$ cat src/sv/lfpd_pkg.sv
// shared types, constants and helper functions of the line follower pid drive
// no dependencies; imported by every module of the block
package lfpd_pkg;

  localparam int NUM_SENSORS_DEF = 5;

  // field and datapath widths
  localparam int GAIN_W     = 16;
  localparam int SPEED_W    = 11;
  localparam int ERR_W      = 11;
  localparam int INT_W      = 24;
  localparam int DIFF_W     = 12;
  localparam int PROD_W     = 41;
  localparam int ACC_W      = 43;
  localparam int SUM_W      = 44;
  localparam int FRAC_W     = 16;
  localparam int CFG_IDX_W  = 3;
  localparam int CFG_DATA_W = 16;
  localparam int DIR_W      = 3;

  // error and integral limits
  localparam logic signed [ERR_W-1:0] ERR_MAX   = 11'sd1023;
  localparam logic signed [ERR_W-1:0] ERR_MIN   = -11'sd1024;
  localparam logic signed [ERR_W-1:0] HALF_UNIT = 11'sd128;
  localparam logic signed [INT_W-1:0] INT_MAX   = {1'b0, {(INT_W-1){1'b1}}};
  localparam logic signed [INT_W-1:0] INT_MIN   = {1'b1, {(INT_W-1){1'b0}}};

  // wheel drive constants
  localparam logic signed [SPEED_W-1:0] DRIVE_LIMIT  = 11'sd1000;
  localparam logic signed [SPEED_W-1:0] MANUAL_DRIVE = 11'sd400;
  localparam logic signed [SPEED_W-1:0] TURN_DRIVE   = 11'sd150;
  localparam logic signed [SPEED_W-1:0] CREEP_SPEED  = 11'sd75;

  // register reset values
  localparam logic [GAIN_W-1:0]         GAIN_P_RST = 16'd25600;
  localparam logic [GAIN_W-1:0]         GAIN_I_RST = 16'd0;
  localparam logic [GAIN_W-1:0]         GAIN_D_RST = 16'd25600;
  localparam logic signed [SPEED_W-1:0] BASE_RST   = 11'sd180;

  typedef enum logic [CFG_IDX_W-1:0] {
    REG_GAIN_P     = 3'd0,
    REG_GAIN_I     = 3'd1,
    REG_GAIN_D     = 3'd2,
    REG_CRUISE     = 3'd3,
    REG_AUTO_MODE  = 3'd4,
    REG_MANUAL_DIR = 3'd5
  } reg_idx_e;

  typedef enum logic [DIR_W-1:0] {
    DIR_STOP  = 3'd0,
    DIR_FWD   = 3'd1,
    DIR_BACK  = 3'd2,
    DIR_LEFT  = 3'd3,
    DIR_RIGHT = 3'd4
  } dir_e;

  typedef enum logic [1:0] {
    MUL_P = 2'd0,
    MUL_I = 2'd1,
    MUL_D = 2'd2
  } mul_sel_e;

  typedef enum logic [1:0] {
    RES_PID    = 2'd0,
    RES_MANUAL = 2'd1,
    RES_LOST   = 2'd2
  } res_sel_e;

  typedef struct packed {
    logic [GAIN_W-1:0]         gain_p;
    logic [GAIN_W-1:0]         gain_i;
    logic [GAIN_W-1:0]         gain_d;
    logic signed [SPEED_W-1:0] cruise_spd;
    logic                      auto_mode;
    logic [DIR_W-1:0]          manual_dir;
  } cfg_t;

  typedef struct packed {
    logic     load;
    logic     div_step;
    logic     err_en;
    logic     pid_en;
    logic     mul_en;
    mul_sel_e mul_sel;
    logic     acc_clr;
    logic     acc_add;
    logic     sum_l;
    logic     sum_r;
    logic     fin_r;
    logic     out_load;
    res_sel_e res_sel;
  } cmd_t;

  typedef struct packed {
    logic auto_mode;
    logic no_line;
  } status_t;

  // bits of the largest weight sum magnitude for n sensors
  function automatic int lfpd_mag_w(int n);
    return $clog2(128 * ((n * n) / 4) + 1);
  endfunction

endpackage

$ cat src/sv/line_follower_pid_drive_top.sv
// line follower pid drive, top level joining lfpd_cfg_regs, lfpd_ctrl, lfpd_datapath (lfpd_pkg)
// auto request: the result comes from the bit-serial divider at one quotient bit a cycle,
// then the pid update, one shared multiplier over three passes, the wheel sums and the
// write; manual and line-lost requests go from dispatch straight to the write
// one request in flight, result held in an output register until taken; async active-low
// reset loads config defaults and clears the integral, last error and state machine
module line_follower_pid_drive_top import lfpd_pkg::*; #(
  parameter int NUM_SENSORS = NUM_SENSORS_DEF
) (
  input  logic                      clk_i,
  input  logic                      rst_ni,
  input  logic                      in_valid_i,
  output logic                      in_ready_o,
  input  logic [NUM_SENSORS-1:0]    sensor_bits_i,
  output logic                      out_valid_o,
  input  logic                      out_ready_i,
  output logic signed [SPEED_W-1:0] left_speed_o,
  output logic signed [SPEED_W-1:0] right_speed_o,
  output logic                      line_lost_o,
  input  logic                      cfg_valid_i,
  output logic                      cfg_ready_o,
  input  logic [CFG_IDX_W-1:0]      cfg_index_i,
  input  logic [CFG_DATA_W-1:0]     cfg_data_i
);

  cfg_t    cfg;
  cmd_t    cmd;
  status_t status;

  lfpd_cfg_regs u_cfg_regs (
    .clk_i       (clk_i),
    .rst_ni      (rst_ni),
    .cfg_valid_i (cfg_valid_i),
    .cfg_ready_o (cfg_ready_o),
    .cfg_index_i (cfg_index_i),
    .cfg_data_i  (cfg_data_i),
    .cfg_o       (cfg)
  );

  lfpd_ctrl #(
    .NUM_SENSORS (NUM_SENSORS)
  ) u_ctrl (
    .clk_i       (clk_i),
    .rst_ni      (rst_ni),
    .in_valid_i  (in_valid_i),
    .in_ready_o  (in_ready_o),
    .out_valid_o (out_valid_o),
    .out_ready_i (out_ready_i),
    .status_i    (status),
    .cmd_o       (cmd)
  );

  lfpd_datapath #(
    .NUM_SENSORS (NUM_SENSORS)
  ) u_datapath (
    .clk_i         (clk_i),
    .rst_ni        (rst_ni),
    .sensor_bits_i (sensor_bits_i),
    .cfg_i         (cfg),
    .cmd_i         (cmd),
    .status_o      (status),
    .left_speed_o  (left_speed_o),
    .right_speed_o (right_speed_o),
    .line_lost_o   (line_lost_o)
  );

endmodule

$ cat src/sv/lfpd_cfg_regs.sv
// configuration register bank of the line follower pid drive
// depends on lfpd_pkg
module lfpd_cfg_regs import lfpd_pkg::*; (
  input  logic                  clk_i,
  input  logic                  rst_ni,
  input  logic                  cfg_valid_i,
  output logic                  cfg_ready_o,
  input  logic [CFG_IDX_W-1:0]  cfg_index_i,
  input  logic [CFG_DATA_W-1:0] cfg_data_i,
  output cfg_t                  cfg_o
);

  cfg_t cfg_q, cfg_d;

  // writes are always taken
  assign cfg_ready_o = 1'b1;
  assign cfg_o       = cfg_q;

  // register write decode, unknown indexes are dropped
  always_comb begin
    cfg_d = cfg_q;
    if (cfg_valid_i) begin
      unique case (cfg_index_i)
        REG_GAIN_P:     cfg_d.gain_p     = cfg_data_i;
        REG_GAIN_I:     cfg_d.gain_i     = cfg_data_i;
        REG_GAIN_D:     cfg_d.gain_d     = cfg_data_i;
        REG_CRUISE:     cfg_d.cruise_spd = signed'(cfg_data_i[SPEED_W-1:0]);
        REG_AUTO_MODE:  cfg_d.auto_mode  = cfg_data_i[0];
        REG_MANUAL_DIR: cfg_d.manual_dir = cfg_data_i[DIR_W-1:0];
        default: ;
      endcase
    end
  end

  always_ff @(posedge clk_i or negedge rst_ni) begin
    if (!rst_ni) begin
      cfg_q.gain_p     <= GAIN_P_RST;
      cfg_q.gain_i     <= GAIN_I_RST;
      cfg_q.gain_d     <= GAIN_D_RST;
      cfg_q.cruise_spd <= BASE_RST;
      cfg_q.auto_mode  <= 1'b1;
      cfg_q.manual_dir <= DIR_STOP;
    end else begin
      cfg_q <= cfg_d;
    end
  end

endmodule

$ cat src/sv/lfpd_datapath.sv
// datapath: centroid sum, bit-serial divider, pid state, shared multiplier,
// wheel sums and result registers; depends on lfpd_pkg
module lfpd_datapath import lfpd_pkg::*; #(
  parameter int NUM_SENSORS = NUM_SENSORS_DEF
) (
  input  logic                      clk_i,
  input  logic                      rst_ni,
  input  logic [NUM_SENSORS-1:0]    sensor_bits_i,
  input  cfg_t                      cfg_i,
  input  cmd_t                      cmd_i,
  output status_t                   status_o,
  output logic signed [SPEED_W-1:0] left_speed_o,
  output logic signed [SPEED_W-1:0] right_speed_o,
  output logic                      line_lost_o
);

  localparam int MAG_W  = lfpd_mag_w(NUM_SENSORS);
  localparam int WSUM_W = MAG_W + 1;
  localparam int CNT_W  = $clog2(NUM_SENSORS + 1);
  localparam int REM_W  = CNT_W + 1;
  localparam int QX_W   = (MAG_W > ERR_W) ? MAG_W + 1 : ERR_W + 1;
  localparam logic [QX_W-1:0] NEG_LIM = QX_W'(1024);
  localparam logic [QX_W-1:0] POS_LIM = QX_W'(1023);

  // sensor weight in q.8, one unit apart and centred on zero
  function automatic logic signed [WSUM_W-1:0] weight(int k);
    return WSUM_W'((2 * k - (NUM_SENSORS - 1)) * 128);
  endfunction

  // wheel value: truncate toward zero, then clamp to the drive limit
  function automatic logic signed [SPEED_W-1:0] to_wheel(logic signed [SUM_W-1:0] s);
    logic signed [SUM_W-1:0]        sh;
    logic signed [SUM_W-FRAC_W-1:0] q;
    sh = s >>> FRAC_W;
    q  = sh[SUM_W-FRAC_W-1:0];
    if (s[SUM_W-1] && (s[FRAC_W-1:0] != '0)) begin
      q = q + {{(SUM_W-FRAC_W-1){1'b0}}, 1'b1};
    end
    if (q > DRIVE_LIMIT) begin
      return DRIVE_LIMIT;
    end else if (q < -DRIVE_LIMIT) begin
      return -DRIVE_LIMIT;
    end
    return q[SPEED_W-1:0];
  endfunction

  logic signed [WSUM_W-1:0] wsum;
  logic [CNT_W-1:0]         cnt;
  logic [MAG_W-1:0]         mag;

  logic [MAG_W-1:0]         dvd_q;
  logic [REM_W-1:0]         rem_q;
  logic [CNT_W-1:0]         dvs_q;
  logic                     neg_q;
  logic                     zero_q;
  logic [REM_W-1:0]         rem_sh;
  logic                     qbit;

  logic [QX_W-1:0]          qx;
  logic signed [ERR_W-1:0]  qs;
  logic signed [ERR_W-1:0]  err_c;
  logic signed [ERR_W-1:0]  err_q;

  logic signed [INT_W:0]    isum_w;
  logic signed [INT_W-1:0]  isum_c;
  logic signed [INT_W-1:0]  integ_q;
  logic signed [ERR_W-1:0]  last_q;
  logic signed [DIFF_W-1:0] diff_q;

  logic signed [GAIN_W:0]   mul_a;
  logic signed [INT_W-1:0]  mul_b;
  logic signed [PROD_W-1:0] prod_q;
  logic signed [ACC_W-1:0]  acc_q;
  logic signed [SUM_W-1:0]  base_ext;
  logic signed [SUM_W-1:0]  baseq;
  logic signed [SUM_W-1:0]  s_q;
  logic signed [SPEED_W-1:0] left_q;
  logic signed [SPEED_W-1:0] right_q;

  logic signed [SPEED_W-1:0] lspd_q, rspd_q;
  logic                      lost_q;
  logic signed [SPEED_W-1:0] lspd_d, rspd_d;
  logic                      lost_d;

  // weighted sum and active count of the sensors
  always_comb begin
    wsum = '0;
    cnt  = '0;
    for (int k = 0; k < NUM_SENSORS; k++) begin
      if (sensor_bits_i[k]) begin
        wsum = wsum + weight(k);
        cnt  = cnt + CNT_W'(1);
      end
    end
  end

  assign mag = wsum[WSUM_W-1] ? MAG_W'(-wsum) : MAG_W'(wsum);

  // one restoring division step on the magnitude
  assign rem_sh = {rem_q[CNT_W-1:0], dvd_q[MAG_W-1]};
  assign qbit   = (rem_sh >= {1'b0, dvs_q});

  // signed quotient saturated to the error range
  always_comb begin
    qx = QX_W'(dvd_q);
    qs = signed'(qx[ERR_W-1:0]);
    if (neg_q) begin
      err_c = (qx > NEG_LIM) ? ERR_MIN : -qs;
    end else begin
      err_c = (qx > POS_LIM) ? ERR_MAX : qs;
    end
  end

  // saturating integral update
  always_comb begin
    isum_w = (INT_W+1)'(integ_q) + (INT_W+1)'(err_q);
    if (isum_w > (INT_W+1)'(INT_MAX)) begin
      isum_c = INT_MAX;
    end else if (isum_w < (INT_W+1)'(INT_MIN)) begin
      isum_c = INT_MIN;
    end else begin
      isum_c = isum_w[INT_W-1:0];
    end
  end

  // shared multiplier operand select
  always_comb begin
    unique case (cmd_i.mul_sel)
      MUL_P: begin
        mul_a = signed'({1'b0, cfg_i.gain_p});
        mul_b = INT_W'(err_q);
      end
      MUL_I: begin
        mul_a = signed'({1'b0, cfg_i.gain_i});
        mul_b = integ_q;
      end
      MUL_D: begin
        mul_a = signed'({1'b0, cfg_i.gain_d});
        mul_b = INT_W'(diff_q);
      end
      default: begin
        mul_a = '0;
        mul_b = '0;
      end
    endcase
  end

  assign base_ext = SUM_W'(cfg_i.cruise_spd);
  assign baseq    = base_ext <<< FRAC_W;

  // result select for the output register
  always_comb begin
    lspd_d = left_q;
    rspd_d = right_q;
    lost_d = 1'b0;
    unique case (cmd_i.res_sel)
      RES_PID: ;
      RES_LOST: begin
        lost_d = 1'b1;
        priority if (last_q < -HALF_UNIT) begin
          lspd_d = -TURN_DRIVE;
          rspd_d = TURN_DRIVE;
        end else if (last_q > HALF_UNIT) begin
          lspd_d = TURN_DRIVE;
          rspd_d = -TURN_DRIVE;
        end else begin
          lspd_d = CREEP_SPEED;
          rspd_d = CREEP_SPEED;
        end
      end
      RES_MANUAL: begin
        unique case (cfg_i.manual_dir)
          DIR_FWD: begin
            lspd_d = MANUAL_DRIVE;
            rspd_d = MANUAL_DRIVE;
          end
          DIR_BACK: begin
            lspd_d = -MANUAL_DRIVE;
            rspd_d = -MANUAL_DRIVE;
          end
          DIR_LEFT: begin
            lspd_d = -MANUAL_DRIVE;
            rspd_d = MANUAL_DRIVE;
          end
          DIR_RIGHT: begin
            lspd_d = MANUAL_DRIVE;
            rspd_d = -MANUAL_DRIVE;
          end
          default: begin
            lspd_d = '0;
            rspd_d = '0;
          end
        endcase
      end
      default: ;
    endcase
  end

  // pid state, cleared by reset
  always_ff @(posedge clk_i or negedge rst_ni) begin
    if (!rst_ni) begin
      integ_q <= '0;
      last_q  <= '0;
    end else if (cmd_i.pid_en) begin
      integ_q <= isum_c;
      last_q  <= err_q;
    end
  end

  // working registers of one request
  always_ff @(posedge clk_i) begin
    if (cmd_i.load) begin
      dvd_q  <= mag;
      rem_q  <= '0;
      dvs_q  <= cnt;
      neg_q  <= wsum[WSUM_W-1];
      zero_q <= (cnt == '0);
    end else if (cmd_i.div_step) begin
      dvd_q <= {dvd_q[MAG_W-2:0], qbit};
      rem_q <= qbit ? (rem_sh - {1'b0, dvs_q}) : rem_sh;
    end
    if (cmd_i.err_en) begin
      err_q <= err_c;
    end
    if (cmd_i.pid_en) begin
      diff_q <= DIFF_W'(err_q) - DIFF_W'(last_q);
    end
    if (cmd_i.mul_en) begin
      prod_q <= mul_a * mul_b;
    end
    if (cmd_i.acc_clr) begin
      acc_q <= '0;
    end else if (cmd_i.acc_add) begin
      acc_q <= acc_q + ACC_W'(prod_q);
    end
    if (cmd_i.sum_l) begin
      s_q <= baseq - SUM_W'(acc_q);
    end else if (cmd_i.sum_r) begin
      s_q <= baseq + SUM_W'(acc_q);
    end
    if (cmd_i.sum_r) begin
      left_q <= to_wheel(s_q);
    end
    if (cmd_i.fin_r) begin
      right_q <= to_wheel(s_q);
    end
    if (cmd_i.out_load) begin
      lspd_q <= lspd_d;
      rspd_q <= rspd_d;
      lost_q <= lost_d;
    end
  end

  assign status_o.auto_mode = cfg_i.auto_mode;
  assign status_o.no_line   = zero_q;

  assign left_speed_o  = lspd_q;
  assign right_speed_o = rspd_q;
  assign line_lost_o   = lost_q;

endmodule

$ cat src/sv/lfpd_ctrl.sv
// controller state machine: sequences divider, pid update, multiplier passes
// and the output handshake; depends on lfpd_pkg
module lfpd_ctrl import lfpd_pkg::*; #(
  parameter int NUM_SENSORS = NUM_SENSORS_DEF
) (
  input  logic    clk_i,
  input  logic    rst_ni,
  input  logic    in_valid_i,
  output logic    in_ready_o,
  output logic    out_valid_o,
  input  logic    out_ready_i,
  input  status_t status_i,
  output cmd_t    cmd_o
);

  localparam int MAG_W  = lfpd_mag_w(NUM_SENSORS);
  localparam int STEP_W = $clog2(MAG_W);

  typedef enum logic [3:0] {
    S_IDLE, S_DISPATCH, S_DIV, S_ERR, S_PID, S_MUL_P, S_MUL_I, S_MUL_D,
    S_ACC, S_SUM_L, S_SUM_R, S_FIN_R, S_WRITE
  } state_e;

  state_e           state_q, state_d;
  logic [STEP_W-1:0] step_q, step_d;
  res_sel_e         res_q, res_d;
  logic             out_valid_q, out_valid_d;
  logic             take;
  logic             load_out;

  assign in_ready_o  = (state_q == S_IDLE);
  assign out_valid_o = out_valid_q;
  assign take        = in_valid_i && in_ready_o;
  assign load_out    = (state_q == S_WRITE) && (!out_valid_q || out_ready_i);

  // datapath commands per state
  always_comb begin
    cmd_o          = '0;
    cmd_o.load     = take;
    cmd_o.div_step = (state_q == S_DIV);
    cmd_o.err_en   = (state_q == S_ERR);
    cmd_o.pid_en   = (state_q == S_PID);
    cmd_o.mul_en   = (state_q == S_MUL_P) || (state_q == S_MUL_I) ||
                     (state_q == S_MUL_D);
    cmd_o.acc_clr  = (state_q == S_MUL_P);
    cmd_o.acc_add  = (state_q == S_MUL_I) || (state_q == S_MUL_D) ||
                     (state_q == S_ACC);
    cmd_o.sum_l    = (state_q == S_SUM_L);
    cmd_o.sum_r    = (state_q == S_SUM_R);
    cmd_o.fin_r    = (state_q == S_FIN_R);
    cmd_o.out_load = load_out;
    cmd_o.res_sel  = res_q;
    unique case (state_q)
      S_MUL_I: cmd_o.mul_sel = MUL_I;
      S_MUL_D: cmd_o.mul_sel = MUL_D;
      default: cmd_o.mul_sel = MUL_P;
    endcase
  end

  // next state
  always_comb begin
    state_d     = state_q;
    step_d      = step_q;
    res_d       = res_q;
    out_valid_d = load_out ? 1'b1 : (out_ready_i ? 1'b0 : out_valid_q);
    unique case (state_q)
      S_IDLE: begin
        if (take) begin
          state_d = S_DISPATCH;
        end
      end
      S_DISPATCH: begin
        priority if (!status_i.auto_mode) begin
          res_d   = RES_MANUAL;
          state_d = S_WRITE;
        end else if (status_i.no_line) begin
          res_d   = RES_LOST;
          state_d = S_WRITE;
        end else begin
          res_d   = RES_PID;
          step_d  = STEP_W'(MAG_W - 1);
          state_d = S_DIV;
        end
      end
      S_DIV: begin
        if (step_q == '0) begin
          state_d = S_ERR;
        end else begin
          step_d = step_q - 1'b1;
        end
      end
      S_ERR:   state_d = S_PID;
      S_PID:   state_d = S_MUL_P;
      S_MUL_P: state_d = S_MUL_I;
      S_MUL_I: state_d = S_MUL_D;
      S_MUL_D: state_d = S_ACC;
      S_ACC:   state_d = S_SUM_L;
      S_SUM_L: state_d = S_SUM_R;
      S_SUM_R: state_d = S_FIN_R;
      S_FIN_R: state_d = S_WRITE;
      S_WRITE: begin
        if (load_out) begin
          state_d = S_IDLE;
        end
      end
      default: state_d = S_IDLE;
    endcase
  end

  always_ff @(posedge clk_i or negedge rst_ni) begin
    if (!rst_ni) begin
      state_q     <= S_IDLE;
      step_q      <= '0;
      res_q       <= RES_PID;
      out_valid_q <= 1'b0;
    end else begin
      state_q     <= state_d;
      step_q      <= step_d;
      res_q       <= res_d;
      out_valid_q <= out_valid_d;
    end
  end

endmodule

$ cat config.mk
export PLATFORM = sky130hd
export DESIGN_NAME = line_follower_pid_drive_top
export DESIGN_NICKNAME = d
export VERILOG_FILES = /design/src/sv/lfpd_pkg.sv /design/src/sv/line_follower_pid_drive_top.sv /design/src/sv/lfpd_cfg_regs.sv /design/src/sv/lfpd_datapath.sv /design/src/sv/lfpd_ctrl.sv
export SDC_FILE = /design/constraint.sdc
export NUM_CORES = 2
export LEC_CHECK = 0
export BUFFER_PORTS_ARGS = -buffer_cell sky130_fd_sc_hd__buf_2
export CAP_MARGIN = 20
export CORE_ASPECT_RATIO = 1.4
export CORE_MARGIN = 8
export CORE_UTILIZATION = 30
export CTS_CLUSTER_DIAMETER = 120
export DETAILED_ROUTE_END_ITERATION = 10
export MAX_ROUTING_LAYER = met4
export SKIP_CTS_REPAIR_TIMING = 1
export SLEW_MARGIN = 20
export SYNTH_ARGS = -nofsm -noshare
export SYNTH_HDL_FRONTEND = slang
export SYNTH_HIERARCHICAL = 1
export SYNTH_SLANG_ARGS = --single-unit
$ cat constraint.sdc
create_clock -name clk_i -period 7.82 [get_ports clk_i]
set_input_delay 1.173 -clock clk_i [delete_from_list [all_inputs] [get_ports clk_i]]
set_output_delay 1.173 -clock clk_i [all_outputs]
set_load 0.01 [all_outputs]
==> results.json <==
{
  "synth.avg_cell_area_um2": 9.20,
  "clk-insertion-delay-late_ns": 0.58,
  "min_path_cells": 0,
  "gp_routability_congestion": 0.924,
  "width_of_the_chip_um": 304,
  "dieHeight_um": 419,
  "maxSlewViolCount": 0,
  "number_of_routed_nets_with_antenna_violations": 0,
  "clock_tree.htree_level_count": 2,
  "syn-cell-area_um2": 34800,
  "max_cap_viol_count": 0,
  "design.die.area_um2": 127000,
  "count_of_endpoints_failing_setup_in_the_final_report": 0,
  "slowest_delay_ns": 0.60,
  "synth.ff_latch_count": 323,
  "timing_worst_slew_pin_value_ns": 1.05,
  "track_usage_pct": 15.3,
  "worst_hold_path.endpoint": "u_datapath/err_q[0]",
  "layout.cells.most_common": "sky130_fd_sc_hd__inv_1",
  "synth_top_cell_area_share_pct": 22.0,
  "placement.cell_area_um2": 37600,
  "endpoint_kind": "flop",
  "drtPass1Iterations": 5,
  "reg2reg_slack_ns": 0.27,
  "synth_area_leaders": "sky130_fd_sc_hd__fa_1 22%, sky130_fd_sc_hd__edfxtp_1 14%, sky130_fd_sc_hd__ha_1 8.9%, sky130_fd_sc_hd__dfrtp_1 7.0%, sky130_fd_sc_hd__inv_1 6.5%",
  "remaining_drc_errors": 0,
  "vias_per_cell": 4.95,
  "routedWlPerCell_um": 17.8,
  "cp-start-kind": "flop",
  "tritoncts": "built",
  "max-clock-path-buffers": 3,
  "holdCritStartpoint": "u_datapath/dvd_q[0]",
  "numCtsBuffers": 34,
  "grt_util_met1_pct": 16.1,
  "syn_inst": 3783,
  "grt_overflow_total": 0,
  "initial_core_util_pct": 30.1,
  "synth_cell_type_count": 91,
  "ys_async_sr_fraction_pct": 33.7,
  "crit-reg2reg-capture": "u_datapath/prod_q[40]",
  "hold_viol_final": 0,
  "flow.area_growth_from_synthesis_pct": 13.6,
  "detailedPlacementHpwl_um": 77500,
  "core-area_um2": 116000,
  "num_io_pins": 55,
  "synth_enable_flop_cells": 168,
  "final.period_utilization_pct": 96.5,
  "critical_path_required_ns": 8.11,
  "routed_wirelength_um": 97000,
  "crit_top_cell": "sky130_fd_sc_hd__fa_1",
  "antenna_found_initial": 2,
  "finalNetCount": 4572,
  "hp_class": "reg -> reg",
  "final.hold.worst_slack_ns": 0.493,
  "outcome": "completed",
  "post-route-cell-area_um2": 39500,
  "worstSetupPathType": "reg -> reg",
  "layout_common_cells": "603 x sky130_fd_sc_hd__inv_1, 399 x sky130_fd_sc_hd__nand2_1, 380 x sky130_fd_sc_hd__fa_1",
  "grt_pass1_vias": 28100,
  "clock.fmax_ghz": 0.132,
  "clock_sink_count": 323,
  "clk_root_buffer_cell": "sky130_fd_sc_hd__clkbuf_16",
  "yosysSeqAreaShare_pct": 25.0,
  "timing.critical_path.arrival_ns": 7.84,
  "synth.yosys.warnings": 6,
  "grt_start_max_net_pins": 70,
  "numPortBuffers": 53,
  "row_count": 148,
  "timing.rr.start": "u_ctrl/state_q[3]",
  "reg2reg_depth": 31,
  "path_max_fanout": 13,
  "synth_largest_area_cell": "sky130_fd_sc_hd__fa_1",
  "grt_pass1_wl_um": 153000,
  "clock_skew_ns": 0.0322,
  "final_layout_size_suffix_gt1_share_pct": 12.5,
  "slowest_stage": "sky130_fd_sc_hd__fa_1",
  "min_period_ns": 7.55,
  "synth_flop_cell": "sky130_fd_sc_hd__edfxtp_1",
  "top_usage_layer": "met2",
  "timing.slew.headroom_pct": 29.7,
  "syn_nets": 4441,
  "grt.met3_usage_pct": 1.30,
  "dr_total_vias": 27000,
  "drt_iter0_drc": 1336,
  "grt_util_met2_pct": 28.1,
  "clkTransAtPathRegs_ns": 0.06
}
worst max path at each step:
stage | startpoint | to | slack, ns
4_1_cts | u_ctrl/state_q[3] | u_datapath/prod_q[40] | -0.28
2_1_floorplan | u_ctrl/state_q[2] | u_datapath/prod_q[40] | -0.003
3_5_place_dp | u_ctrl/state_q[3] | u_datapath/prod_q[40] | -0.24
6_report | u_ctrl/state_q[3] | u_datapath/prod_q[40] | 0.27
5_1_grt | u_ctrl/state_q[3] | u_datapath/prod_q[39] | -0.05
3_3_place_gp | u_ctrl/state_q[3] | u_datapath/prod_q[40] | -0.22
layout make-up:
type / count / area, um^2
timing repair buffer: 236 / 1960
antenna: 2 / 5.00
tap: 1500 / 1880
clock inverter: 19 / 194
fill: 11800 / 76200
clock buffer: 42 / 943
inverter: 605 / 2270
sequential: 323 / 8710
multi-input combinational: 2714 / 23600
per-layer routing:
metal	vias up	part of all wire (%)
met5	-	0
met2	633	51
li1	12800	-
met4	0	7.2
met3	268	3.3
met1	13300	38
state kept, by name, summed over array words and instances (netlist names), 12 cells and up:
signal and cells:
u_cfg_regs/cfg_o 63, u_datapath/s_q 44, u_datapath/acc_q 43, u_datapath/prod_q 41, u_datapath/integ_q 24, u_datapath/diff_q 12
synth_stat cells (16+ instances only):
library cell and n:
sky130_fd_sc_hd__mux2i_1 69, sky130_fd_sc_hd__clkbuf_1 105, sky130_fd_sc_hd__xor2_1 47, sky130_fd_sc_hd__a21oi_1 205, sky130_fd_sc_hd__o2bb2ai_1 19, sky130_fd_sc_hd__o21ai_0 145, sky130_fd_sc_hd__ha_1 247, sky130_fd_sc_hd__edfxtp_1 168
sky130_fd_sc_hd__inv_1 604, sky130_fd_sc_hd__a211oi_1 21, sky130_fd_sc_hd__nand3_1 55, sky130_fd_sc_hd__or2_2 18, sky130_fd_sc_hd__nand2b_1 34, sky130_fd_sc_hd__mux2_2 79, sky130_fd_sc_hd__o31ai_1 16, sky130_fd_sc_hd__nand4_1 22
sky130_fd_sc_hd__nor3_1 48, sky130_fd_sc_hd__dfxtp_1 46, sky130_fd_sc_hd__o21a_1 37, sky130_fd_sc_hd__o21bai_1 32, sky130_fd_sc_hd__nor2b_1 38, sky130_fd_sc_hd__nor2_1 335, sky130_fd_sc_hd__fa_1 382, sky130_fd_sc_hd__nand2_1 399
sky130_fd_sc_hd__a31oi_1 23, sky130_fd_sc_hd__xnor2_1 123, sky130_fd_sc_hd__nor4_1 16, sky130_fd_sc_hd__a21o_1 83, sky130_fd_sc_hd__dfrtp_1 98
cells by family after synthesis:
family | Yosys count | synth area share (%)
compound gates | 707 | 13.1
fa+ha+maj | 635 | 31.1
mux | 148 | 4.54
other cells | 1 | 0.0108
xor+xnor | 171 | 4.33
buf+inv | 746 | 8.28
flops | 323 | 25.0
simple gates | 1052 | 13.7
stage by stage:
step                utilization (%)  std cells  setup TNS (ns)  setup slack (ns)
finish                         34.2       5441               0             0.272
global route                   34.2       5441          -0.120           -0.0539
CTS                            33.5       5397           -1.02            -0.282
detailed placement             32.5       5336          -0.779            -0.236
global placement               32.5       5336          -0.657            -0.216
floorplan                         -       3783        -0.00292          -0.00292
worst max-delay path: cells and delay by family, from the launching register on:
| kind | cells | cell delay (ns) |
|---|---|---|
| adder cells (fa/ha/maj) | 7 | 3.32 |
| buffers and inverters | 8 | 1.01 |
| AO/OA/AOI/OAI | 8 | 1.52 |
| flip-flops | 1 | 0.35 |
| AND/OR/NAND/NOR | 8 | 1.03 |
Power is not shown: default switching activity piles up to over one toggle a cycle in this logic, so the estimate is an artifact.
